--- config.mk ---
export PLATFORM = sky130hd
export DESIGN_NAME = unsorted_priority_queue
export DESIGN_NICKNAME = d
export VERILOG_FILES = /design/src/rtl/upq_pkg.sv /design/src/rtl/unsorted_priority_queue.sv /design/src/rtl/upq_ram.sv /design/src/rtl/upq_datapath.sv /design/src/rtl/upq_ctrl.sv
export SDC_FILE = /design/constraint.sdc
export NUM_CORES = 2
export LEC_CHECK = 0
export BUFFER_PORTS_ARGS = -buffer_cell sky130_fd_sc_hd__buf_2
export CAP_MARGIN = 5
export CORE_MARGIN = 2
export CORE_UTILIZATION = 40
export CTS_CLUSTER_DIAMETER = 30
export DETAILED_ROUTE_END_ITERATION = 8
export PLACE_DENSITY = 0.6
export SETUP_SLACK_MARGIN = 0.15
export SLEW_MARGIN = 10
export SYNTH_ARGS = -nofsm -noshare
export SYNTH_HDL_FRONTEND = slang
export SYNTH_HIERARCHICAL = 1
export SYNTH_SLANG_ARGS = --single-unit
--- constraint.sdc ---
create_clock -name clk -period 14.2 [get_ports clk]
set_input_delay 1.42 -clock clk [delete_from_list [all_inputs] [get_ports clk]]
set_output_delay 1.42 -clock clk [all_outputs]
set_load 0.02 [all_outputs]
--- src/rtl/upq_pkg.sv ---
`default_nettype none

package upq_pkg;

    localparam int KEY_W        = 16;
    localparam int PRIO_W       = 32;
    localparam int CAPACITY_DEF = 32;

    // command codes
    localparam logic [1:0] CMD_ENQ      = 2'd0;
    localparam logic [1:0] CMD_DELMIN   = 2'd1;
    localparam logic [1:0] CMD_CONTAINS = 2'd2;
    localparam logic [1:0] CMD_UPDATE   = 2'd3;

    // result status codes
    localparam logic [1:0] ST_OK      = 2'd0;
    localparam logic [1:0] ST_EMPTY   = 2'd1;
    localparam logic [1:0] ST_FULL    = 2'd2;
    localparam logic [1:0] ST_MISSING = 2'd3;

    // controller to datapath
    typedef struct packed {
        logic accept;    // latch request fields
        logic start;     // init scan, do enqueue, set base status
        logic step;      // advance the scan by one entry
        logic upd_wr;    // rewrite matched entry
        logic last_rd;   // read last entry
        logic move;      // move last entry into freed slot
        logic load_out;  // load result register
    } upq_ctrl_t;

    // datapath to controller
    typedef struct packed {
        logic [1:0] cmd;
        logic       count_zero;
        logic       scan_done;
        logic       hit;
    } upq_stat_t;

endpackage

`default_nettype wire

--- src/rtl/unsorted_priority_queue.sv ---
`default_nettype none
// enqueue and empty-queue commands skip the scan; contains / update-priority stop at a key match
// or the last entry; delete-min scans all entries, then moves the last entry into the freed slot
// one request in flight; entries are read through a single registered ram port, one per cycle
// next request taken while a result waits
// reset (asynchronous, active low) empties the queue; the entry ram itself is not cleared

module unsorted_priority_queue #(
    parameter int CAPACITY = upq_pkg::CAPACITY_DEF,
    localparam int CW = $clog2(CAPACITY + 1)
) (
    input  wire logic                          clk,
    input  wire logic                          rst_n,
    // request channel
    input  wire logic                          in_valid,
    output logic                               in_ready,
    input  wire logic [1:0]                    command,
    input  wire logic [upq_pkg::KEY_W-1:0]     item_key,
    input  wire logic [upq_pkg::PRIO_W-1:0]    item_priority,
    // result channel
    output logic                               out_valid,
    input  wire logic                          out_ready,
    output logic      [upq_pkg::KEY_W-1:0]     out_key,
    output logic      [upq_pkg::PRIO_W-1:0]    out_priority,
    output logic                               key_found,
    output logic      [1:0]                    status,
    output logic      [CW-1:0]                 entries_held,
    output logic                               queue_empty
);

    // command strobes from the sequencer, scan status back from the datapath
    upq_pkg::upq_ctrl_t ctrl;
    upq_pkg::upq_stat_t stat;

    // sequencer: idle, dispatch, scan, fetch last, move, hand off result
    upq_ctrl u_ctrl (
        .clk       (clk),
        .rst_n     (rst_n),
        .in_valid  (in_valid),
        .in_ready  (in_ready),
        .out_valid (out_valid),
        .out_ready (out_ready),
        .stat      (stat),
        .ctrl      (ctrl)
    );

    // entry ram, count, scan counters, running minimum and result register
    upq_datapath #(
        .CAPACITY (CAPACITY)
    ) u_datapath (
        .clk           (clk),
        .rst_n         (rst_n),
        .ctrl          (ctrl),
        .stat          (stat),
        .command       (command),
        .item_key      (item_key),
        .item_priority (item_priority),
        .out_key       (out_key),
        .out_priority  (out_priority),
        .key_found     (key_found),
        .status        (status),
        .entries_held  (entries_held),
        .queue_empty   (queue_empty)
    );

endmodule

`default_nettype wire

--- src/rtl/upq_ram.sv ---
`default_nettype none

module upq_ram #(
    parameter int WIDTH = 48,
    parameter int DEPTH = 32
) (
    input  wire logic                     clk,
    input  wire logic                     we,
    input  wire logic [$clog2(DEPTH)-1:0] waddr,
    input  wire logic [WIDTH-1:0]         wdata,
    input  wire logic [$clog2(DEPTH)-1:0] raddr,
    output logic      [WIDTH-1:0]         rdata
);

    logic [WIDTH-1:0] mem [DEPTH];

    always_ff @(posedge clk)
    begin
        if (we)
        begin
            mem[waddr] <= wdata;
        end
        rdata <= mem[raddr];
    end

endmodule

`default_nettype wire

--- src/rtl/upq_datapath.sv ---
`default_nettype none

module upq_datapath #(
    parameter int CAPACITY = upq_pkg::CAPACITY_DEF,
    localparam int AW = $clog2(CAPACITY),
    localparam int CW = $clog2(CAPACITY + 1)
) (
    input  wire logic                          clk,
    input  wire logic                          rst_n,
    input  wire upq_pkg::upq_ctrl_t            ctrl,
    output upq_pkg::upq_stat_t                 stat,
    input  wire logic [1:0]                    command,
    input  wire logic [upq_pkg::KEY_W-1:0]     item_key,
    input  wire logic [upq_pkg::PRIO_W-1:0]    item_priority,
    output logic      [upq_pkg::KEY_W-1:0]     out_key,
    output logic      [upq_pkg::PRIO_W-1:0]    out_priority,
    output logic                               key_found,
    output logic      [1:0]                    status,
    output logic      [CW-1:0]                 entries_held,
    output logic                               queue_empty
);

    localparam int KW = upq_pkg::KEY_W;
    localparam int PW = upq_pkg::PRIO_W;
    localparam int EW = KW + PW;

    logic [1:0]    cmd_reg;
    logic [KW-1:0] key_reg;
    logic [PW-1:0] prio_reg;

    logic [CW-1:0] count_reg, count_next;
    logic [CW-1:0] idx_reg, idx_next;
    logic [AW-1:0] cmp_reg, cmp_next;
    logic          pend_reg, pend_next;
    logic          have_best_reg, have_best_next;
    logic [AW-1:0] best_idx_reg, best_idx_next;
    logic [KW-1:0] best_key_reg, best_key_next;
    logic [PW-1:0] best_prio_reg, best_prio_next;
    logic          found_reg, found_next;
    logic [1:0]    res_st_reg, res_st_next;

    logic          ram_we;
    logic [AW-1:0] ram_waddr;
    logic [EW-1:0] ram_wdata;
    logic [AW-1:0] ram_raddr;
    logic [EW-1:0] ram_rdata;
    logic [KW-1:0] rd_key;
    logic [PW-1:0] rd_prio;

    logic          is_find;
    logic          full;
    logic          enq_ok;
    logic          issue;
    logic          hit;
    logic          at_last;
    logic [CW-1:0] last_pos;

    upq_ram #(
        .WIDTH (EW),
        .DEPTH (CAPACITY)
    ) u_ram (
        .clk   (clk),
        .we    (ram_we),
        .waddr (ram_waddr),
        .wdata (ram_wdata),
        .raddr (ram_raddr),
        .rdata (ram_rdata)
    );

    assign rd_key   = ram_rdata[EW-1:PW];
    assign rd_prio  = ram_rdata[PW-1:0];
    assign is_find  = (cmd_reg == upq_pkg::CMD_CONTAINS) || (cmd_reg == upq_pkg::CMD_UPDATE);
    assign full     = (count_reg == CW'(CAPACITY));
    assign enq_ok   = ctrl.start && (cmd_reg == upq_pkg::CMD_ENQ) && !full;
    assign issue    = (idx_reg < count_reg);
    assign last_pos = count_reg - CW'(1);
    assign hit      = pend_reg && is_find && (rd_key == key_reg);
    assign at_last  = (CW'(cmp_reg) == last_pos);

    assign stat.cmd        = cmd_reg;
    assign stat.count_zero = (count_reg == '0);
    assign stat.hit        = hit;
    assign stat.scan_done  = pend_reg && (hit || at_last);

    // read port: scan index, or last entry for delete-min
    assign ram_raddr = ctrl.last_rd ? AW'(last_pos) : AW'(idx_reg);

    always_comb
    begin
        ram_we    = 1'b0;
        ram_waddr = AW'(count_reg);
        ram_wdata = {key_reg, prio_reg};
        if (enq_ok)
        begin
            ram_we = 1'b1;
        end
        else if (ctrl.upd_wr)
        begin
            ram_we    = 1'b1;
            ram_waddr = cmp_reg;
        end
        else if (ctrl.move)
        begin
            ram_we    = 1'b1;
            ram_waddr = best_idx_reg;
            ram_wdata = ram_rdata;
        end
    end

    always_comb
    begin
        count_next     = count_reg;
        idx_next       = idx_reg;
        cmp_next       = cmp_reg;
        pend_next      = 1'b0;
        have_best_next = have_best_reg;
        best_idx_next  = best_idx_reg;
        best_key_next  = best_key_reg;
        best_prio_next = best_prio_reg;
        found_next     = found_reg;
        res_st_next    = res_st_reg;

        if (ctrl.start)
        begin
            idx_next       = '0;
            have_best_next = 1'b0;
            found_next     = 1'b0;
            unique case (cmd_reg)
                upq_pkg::CMD_ENQ:
                    res_st_next = full ? upq_pkg::ST_FULL : upq_pkg::ST_OK;
                upq_pkg::CMD_DELMIN:
                    res_st_next = (count_reg == '0) ? upq_pkg::ST_EMPTY : upq_pkg::ST_OK;
                upq_pkg::CMD_UPDATE:
                    res_st_next = (count_reg == '0) ? upq_pkg::ST_MISSING : upq_pkg::ST_OK;
                default:
                    res_st_next = upq_pkg::ST_OK;
            endcase
            if (enq_ok)
            begin
                count_next = count_reg + CW'(1);
            end
        end

        if (ctrl.step)
        begin
            if (issue)
            begin
                idx_next  = idx_reg + CW'(1);
                cmp_next  = AW'(idx_reg);
                pend_next = 1'b1;
            end
            // strict less keeps the earliest slot on ties
            if (pend_reg && (cmd_reg == upq_pkg::CMD_DELMIN) &&
                (!have_best_reg || ($signed(rd_prio) < $signed(best_prio_reg))))
            begin
                have_best_next = 1'b1;
                best_idx_next  = cmp_reg;
                best_key_next  = rd_key;
                best_prio_next = rd_prio;
            end
            if (hit)
            begin
                found_next = 1'b1;
            end
            else if (pend_reg && at_last && (cmd_reg == upq_pkg::CMD_UPDATE))
            begin
                res_st_next = upq_pkg::ST_MISSING;
            end
        end

        if (ctrl.move)
        begin
            count_next = last_pos;
        end
    end

    always_ff @(posedge clk or negedge rst_n)
    begin
        if (!rst_n)
        begin
            count_reg <= '0;
            pend_reg  <= 1'b0;
        end
        else
        begin
            count_reg <= count_next;
            pend_reg  <= pend_next;
        end
    end

    always_ff @(posedge clk)
    begin
        if (ctrl.accept)
        begin
            cmd_reg  <= command;
            key_reg  <= item_key;
            prio_reg <= item_priority;
        end
        idx_reg       <= idx_next;
        cmp_reg       <= cmp_next;
        have_best_reg <= have_best_next;
        best_idx_reg  <= best_idx_next;
        best_key_reg  <= best_key_next;
        best_prio_reg <= best_prio_next;
        found_reg     <= found_next;
        res_st_reg    <= res_st_next;
        if (ctrl.load_out)
        begin
            if ((cmd_reg == upq_pkg::CMD_DELMIN) && (res_st_reg == upq_pkg::ST_OK))
            begin
                out_key      <= best_key_reg;
                out_priority <= best_prio_reg;
            end
            else
            begin
                out_key      <= '0;
                out_priority <= '0;
            end
            key_found    <= found_reg;
            status       <= res_st_reg;
            entries_held <= count_reg;
            queue_empty  <= (count_reg == '0);
        end
    end

endmodule

`default_nettype wire

--- src/rtl/upq_ctrl.sv ---
`default_nettype none

module upq_ctrl (
    input  wire logic                  clk,
    input  wire logic                  rst_n,
    input  wire logic                  in_valid,
    output logic                       in_ready,
    output logic                       out_valid,
    input  wire logic                  out_ready,
    input  wire upq_pkg::upq_stat_t    stat,
    output upq_pkg::upq_ctrl_t         ctrl
);

    localparam logic [2:0] S_IDLE   = 3'd0;
    localparam logic [2:0] S_START  = 3'd1;
    localparam logic [2:0] S_SCAN   = 3'd2;
    localparam logic [2:0] S_LAST   = 3'd3;
    localparam logic [2:0] S_MOVE   = 3'd4;
    localparam logic [2:0] S_RESULT = 3'd5;

    logic [2:0] state_reg, state_next;
    logic       out_valid_reg, out_valid_next;
    logic       slot_free;

    assign in_ready  = (state_reg == S_IDLE);
    assign out_valid = out_valid_reg;
    assign slot_free = !out_valid_reg || out_ready;

    always_comb
    begin
        state_next     = state_reg;
        out_valid_next = out_valid_reg && !out_ready;
        ctrl           = '0;

        unique case (state_reg)
            S_IDLE:
            begin
                if (in_valid)
                begin
                    ctrl.accept = 1'b1;
                    state_next  = S_START;
                end
            end
            S_START:
            begin
                ctrl.start = 1'b1;
                if ((stat.cmd == upq_pkg::CMD_ENQ) || stat.count_zero)
                begin
                    state_next = S_RESULT;
                end
                else
                begin
                    state_next = S_SCAN;
                end
            end
            S_SCAN:
            begin
                ctrl.step = 1'b1;
                if (stat.scan_done)
                begin
                    if (stat.cmd == upq_pkg::CMD_DELMIN)
                    begin
                        state_next = S_LAST;
                    end
                    else
                    begin
                        ctrl.upd_wr = stat.hit && (stat.cmd == upq_pkg::CMD_UPDATE);
                        state_next  = S_RESULT;
                    end
                end
            end
            S_LAST:
            begin
                ctrl.last_rd = 1'b1;
                state_next   = S_MOVE;
            end
            S_MOVE:
            begin
                ctrl.move  = 1'b1;
                state_next = S_RESULT;
            end
            S_RESULT:
            begin
                if (slot_free)
                begin
                    ctrl.load_out  = 1'b1;
                    out_valid_next = 1'b1;
                    state_next     = S_IDLE;
                end
            end
            default:
            begin
                state_next = S_IDLE;
            end
        endcase
    end

    always_ff @(posedge clk or negedge rst_n)
    begin
        if (!rst_n)
        begin
            state_reg     <= S_IDLE;
            out_valid_reg <= 1'b0;
        end
        else
        begin
            state_reg     <= state_next;
            out_valid_reg <= out_valid_next;
        end
    end

endmodule

`default_nettype wire
==> run_summary.xml <==
<?xml version="1.0" encoding="UTF-8"?>
<metrics>
  <group name="placement">
    <metric name="gp_congestion" unit="">0.811</metric>
    <metric name="detailedPlace.worstSlack" unit="ns">7.74</metric>
    <metric name="dp.cells" unit="">6255</metric>
    <metric name="detailedPlacementHpwl" unit="microns">95000</metric>
    <metric name="io_buffers" unit="">113</metric>
  </group>
  <group name="setup_path">
    <metric name="critical-path-max-stage-delay" unit="ns">0.94</metric>
    <metric name="critPathSlowestCell" unit="">nor2_4</metric>
    <metric name="critical_path_start_end_classification" unit="">register to register</metric>
    <metric name="critPathArrivalTime" unit="ns">7.14</metric>
    <metric name="critical_path.startpoint_type" unit="">register</metric>
    <metric name="path_max_fanout" unit="">33</metric>
    <metric name="r2r_setup_slack" unit="ns">7.57</metric>
    <metric name="worst_r2r_endpoint" unit="">u_datapath/u_ram/mem[10][12]</metric>
    <metric name="worst-r2r-cell-count" unit="">12</metric>
    <metric name="r2r-start" unit="">u_datapath/cmd_reg[1]</metric>
    <metric name="critPathCaptureType" unit="">register</metric>
    <metric name="timing.critical_path.cells" unit="">nand3_1 -&gt; or4_1 -&gt; nor4_2 -&gt; or2b_1 -&gt; nand4_1 -&gt; nor2_1 -&gt; nor2b_1 -&gt; a22oi_1 -&gt; o21ai_0 -&gt; nand3b_1 -&gt; nor2_4 -&gt; buf_4</metric>
    <metric name="data_required_time_at_the_worst_endpoint" unit="ns">14.70</metric>
  </group>
  <group name="clock_network">
    <metric name="cts_inserted_buffers" unit="">347</metric>
    <metric name="htree_depth" unit="">5</metric>
    <metric name="clk_pin_slew_worst_paths" unit="ns">0.06</metric>
    <metric name="cts.root.buffer_cell" unit="">clkbuf_16</metric>
    <metric name="cts_tree" unit="">done</metric>
    <metric name="cts_setup_buffers" unit="">0</metric>
    <metric name="cts_num_sinks" unit="">1771</metric>
    <metric name="cts-root-to-sink-buffers" unit="">4</metric>
    <metric name="cts_hold_buffers" unit="">0</metric>
    <metric name="post_cts_resized" unit="">0</metric>
    <metric name="insertion_delay" unit="ns">0.93</metric>
  </group>
  <group name="timing">
    <metric name="period_minus_slack" unit="ns">6.63</metric>
    <metric name="timing.max_slew.rel_slack" unit="">0.253</metric>
    <metric name="report.final.hold_viol_count" unit="">0</metric>
    <metric name="setup_viol" unit="">0</metric>
    <metric name="slew_viol_final" unit="">0</metric>
    <metric name="fmax" unit="MHz">151</metric>
    <metric name="final_min_period_over_clock_period" unit="">0.467</metric>
    <metric name="final.setup_skew" unit="ns">0.0744</metric>
    <metric name="rsz_0062_raised_after_global_routing" unit="">no</metric>
    <metric name="fin_ws" unit="ns">7.57</metric>
    <metric name="slew_worst_pin" unit="ns">1.12</metric>
    <metric name="tns" unit="ns">0</metric>
  </group>
  <group name="synth">
    <metric name="synth_nets" unit="">4069</metric>
    <metric name="synth_sequential_area_ratio" unit="">0.758</metric>
    <metric name="asyncSetResetFlopFracSynth" unit="">0.00621</metric>
    <metric name="syn_inst" unit="">3976</metric>
    <metric name="number_of_synthesized_flops_with_an_enable_pin" unit="">1702</metric>
    <metric name="synth_area" unit="sq mm">0.0693</metric>
    <metric name="syn_area_per_cell" unit="sq um">17.4</metric>
    <metric name="synth_warnings" unit="">6</metric>
    <metric name="yosys_register_bits" unit="">1771</metric>
    <metric name="netlist-cell-type-count" unit="">69</metric>
    <metric name="dominantRegCellSynth" unit="">edfxtp_1</metric>
  </group>
  <group name="floorplan">
    <metric name="row_count" unit="">152</metric>
    <metric name="initial_core_util" unit="">0.403</metric>
    <metric name="die_w" unit="microns">420</metric>
    <metric name="design.die.area" unit="sq mm">0.177</metric>
    <metric name="die_y" unit="microns">420</metric>
    <metric name="io_pins" unit="">114</metric>
    <metric name="floorplan.core_area" unit="sq mm">0.172</metric>
  </group>
  <group name="layout">
    <metric name="largest_reg_flops" unit="">1536</metric>
    <metric name="mostFrequentLayoutCells" unit="">1,702 x edfxtp_1, 768 x mux2i_1, 353 x clkbuf_16</metric>
    <metric name="area_of_the_multi_input_gates" unit="sq mm">0.0155</metric>
    <metric name="most_common_cell_after_layout_fill_and_taps_aside" unit="">edfxtp_1</metric>
    <metric name="post_layout_nonfiller_instances" unit="">6879</metric>
    <metric name="top_regs" unit="">u_datapath/u_ram/mem: 1536 flops, u_datapath/u_ram/rdata: 48 flops</metric>
    <metric name="regArea" unit="sq mm">0.0525</metric>
    <metric name="num-nets-final" unit="">4387</metric>
    <metric name="num-fill-cells" unit="">14200</metric>
    <metric name="regMostFlops" unit="">u_datapath/u_ram/mem</metric>
    <metric name="final_layout_size_suffix_gt1_frac" unit="">0.184</metric>
    <metric name="syn_to_final_growth" unit="%">21.1</metric>
  </group>
  <group name="pwr">
    <metric name="power.total" unit="mW">13.7</metric>
    <metric name="power.share.switching" unit="">0.193</metric>
    <metric name="ir_drop" unit="mV">0.0942</metric>
    <metric name="power.sequential.fraction" unit="">0.412</metric>
    <metric name="clock_power_share" unit="">0.588</metric>
    <metric name="power_density_over_cell_area" unit="mW/mm^2">164</metric>
    <metric name="share_comb_of_total_power" unit="">0.001</metric>
    <metric name="cellInternalPower" unit="mW">11.1</metric>
    <metric name="power.static_leakage" unit="nW">26.7</metric>
    <metric name="net_switching_power" unit="mW">2.65</metric>
  </group>
  <group name="global_route">
    <metric name="first_global_vias" unit="">37400</metric>
    <metric name="number_of_antenna_violations_at_the_first_check_in_global_routing" unit="">9</metric>
    <metric name="first_pass_grt_wire_length" unit="microns">256000</metric>
    <metric name="grt.overflow.total" unit="">0</metric>
    <metric name="grt_use_total" unit="">0.199</metric>
    <metric name="maximum_number_of_pins_on_one_net_before_global_route_repair" unit="">123</metric>
  </group>
  <group name="drt">
    <metric name="wl_met3" unit="microns">11700</metric>
    <metric name="final_ant_viol_nets" unit="">0</metric>
    <metric name="met2RoutedLength" unit="microns">85800</metric>
    <metric name="overall_via_count_from_detail_route" unit="">37200</metric>
    <metric name="route.detailed.drc" unit="">0</metric>
    <metric name="initial_drc_count" unit="">3311</metric>
    <metric name="drt_pass1_iterations" unit="">5</metric>
    <metric name="postRouteWirelength" unit="microns">177000</metric>
    <metric name="vias_per_cell" unit="">5.41</metric>
    <metric name="met1Wirelength" unit="microns">75000</metric>
    <metric name="highest-signal-layer" unit="">met5</metric>
    <metric name="drt-wirelength-per-cell" unit="microns">25.7</metric>
  </group>
  <group name="hold_path">
    <metric name="worst_hold_path_type" unit="">input port to async pin</metric>
  </group>
  <group name="run">
    <metric name="timing.max_cap.violations" unit="">0</metric>
  </group>
  <group name="run_status">
    <metric name="status" unit="">finished, final reports clean</metric>
  </group>
</metrics>
## per-stage QoR
step	utilization	hold slack, ns	area (sq um)
3_5_place_dp	0.420	0.456	72200
6_report	0.488	0.428	83900
2_1_floorplan	-	0.410	69300
3_3_place_gp	0.420	0.441	72200
4_1_cts	0.488	0.377	83900
5_1_grt	0.488	0.405	83900
## power by group through the flow
stage / registers [mW] / logic [mW] / clock network (mW)
finish: 5.65 / 0.0103 / 8.07
global route: 5.64 / 0.0113 / 8.44
global placement: 5.75 / 0.0104 / 0
detailed placement: 5.75 / 0.0105 / 0
floorplan: 5.75 / 0.00000791 / 0
CTS: 5.65 / 0.0107 / 8.18
## synth_stat cells, types with 50 or more instances
cell | instances | area [sq um]
clkbuf_1 | 66 | 248
nand3_1 | 161 | 806
a21oi_1 | 166 | 831
mux2_2 | 50 | 563
a22o_1 | 97 | 850
a31oi_1 | 51 | 319
a22oi_1 | 149 | 1120
edfxtp_1 | 1702 | 51100
nor3_1 | 55 | 275
nand2_1 | 172 | 646
dfxtp_1 | 58 | 1160
nor2_1 | 57 | 214
mux2i_1 | 768 | 7690
and2_1 | 54 | 338
## logic make-up after synthesis
logic type / Yosys count / synth area share
mux: 818 / 0.119
buf+inv: 252 / 0.0222
flops: 1771 / 0.758
simple gates: 557 / 0.0394
fa+ha+maj: 39 / 0.00704
compound gates: 509 / 0.0500
xor+xnor: 30 / 0.00379
## critical path: cells and delay by family (launching register included)
family	cells	cell delay (ns)
AND/OR/NAND/NOR	9	4.46
buffers and inverters	1	0.75
flip-flops	1	0.56
AO/OA/AOI/OAI	2	0.43
## layout make-up
class,count,share of cell area
Sequential cell,1771,0.626
Multi-Input combinational cell,1953,0.185
Clock buffer,391,0.107
Tap cell,2310,0.0344
Clock inverter,226,0.0314
Timing Repair Buffer,180,0.0132
Inverter,41,0.00183
Antenna cell,7,0.000209
## metal layers
metal  vias to the layer above  global-route usage
met4                         2              0.0631
met3                       281              0.0436
met2                      1217               0.323
met5                         -                   0
li1                      16400                   -
met1                     19300               0.265
## worst max-delay path by stage
stage	end	slack [ns]	from
floorplan	u_datapath/u_ram/mem[28][0]	8.13	u_datapath/count_reg[0]
global placement	u_datapath/u_ram/mem[10][12]	7.83	u_datapath/cmd_reg[1]
detailed placement	u_datapath/u_ram/mem[10][12]	7.74	u_datapath/cmd_reg[1]
CTS	u_datapath/u_ram/mem[10][12]	7.73	u_datapath/cmd_reg[1]
global route	u_datapath/u_ram/mem[10][12]	7.27	u_datapath/cmd_reg[1]
finish	u_datapath/u_ram/mem[10][12]	7.57	u_datapath/cmd_reg[1]
Note: power is estimated with default switching activity, not from simulation.
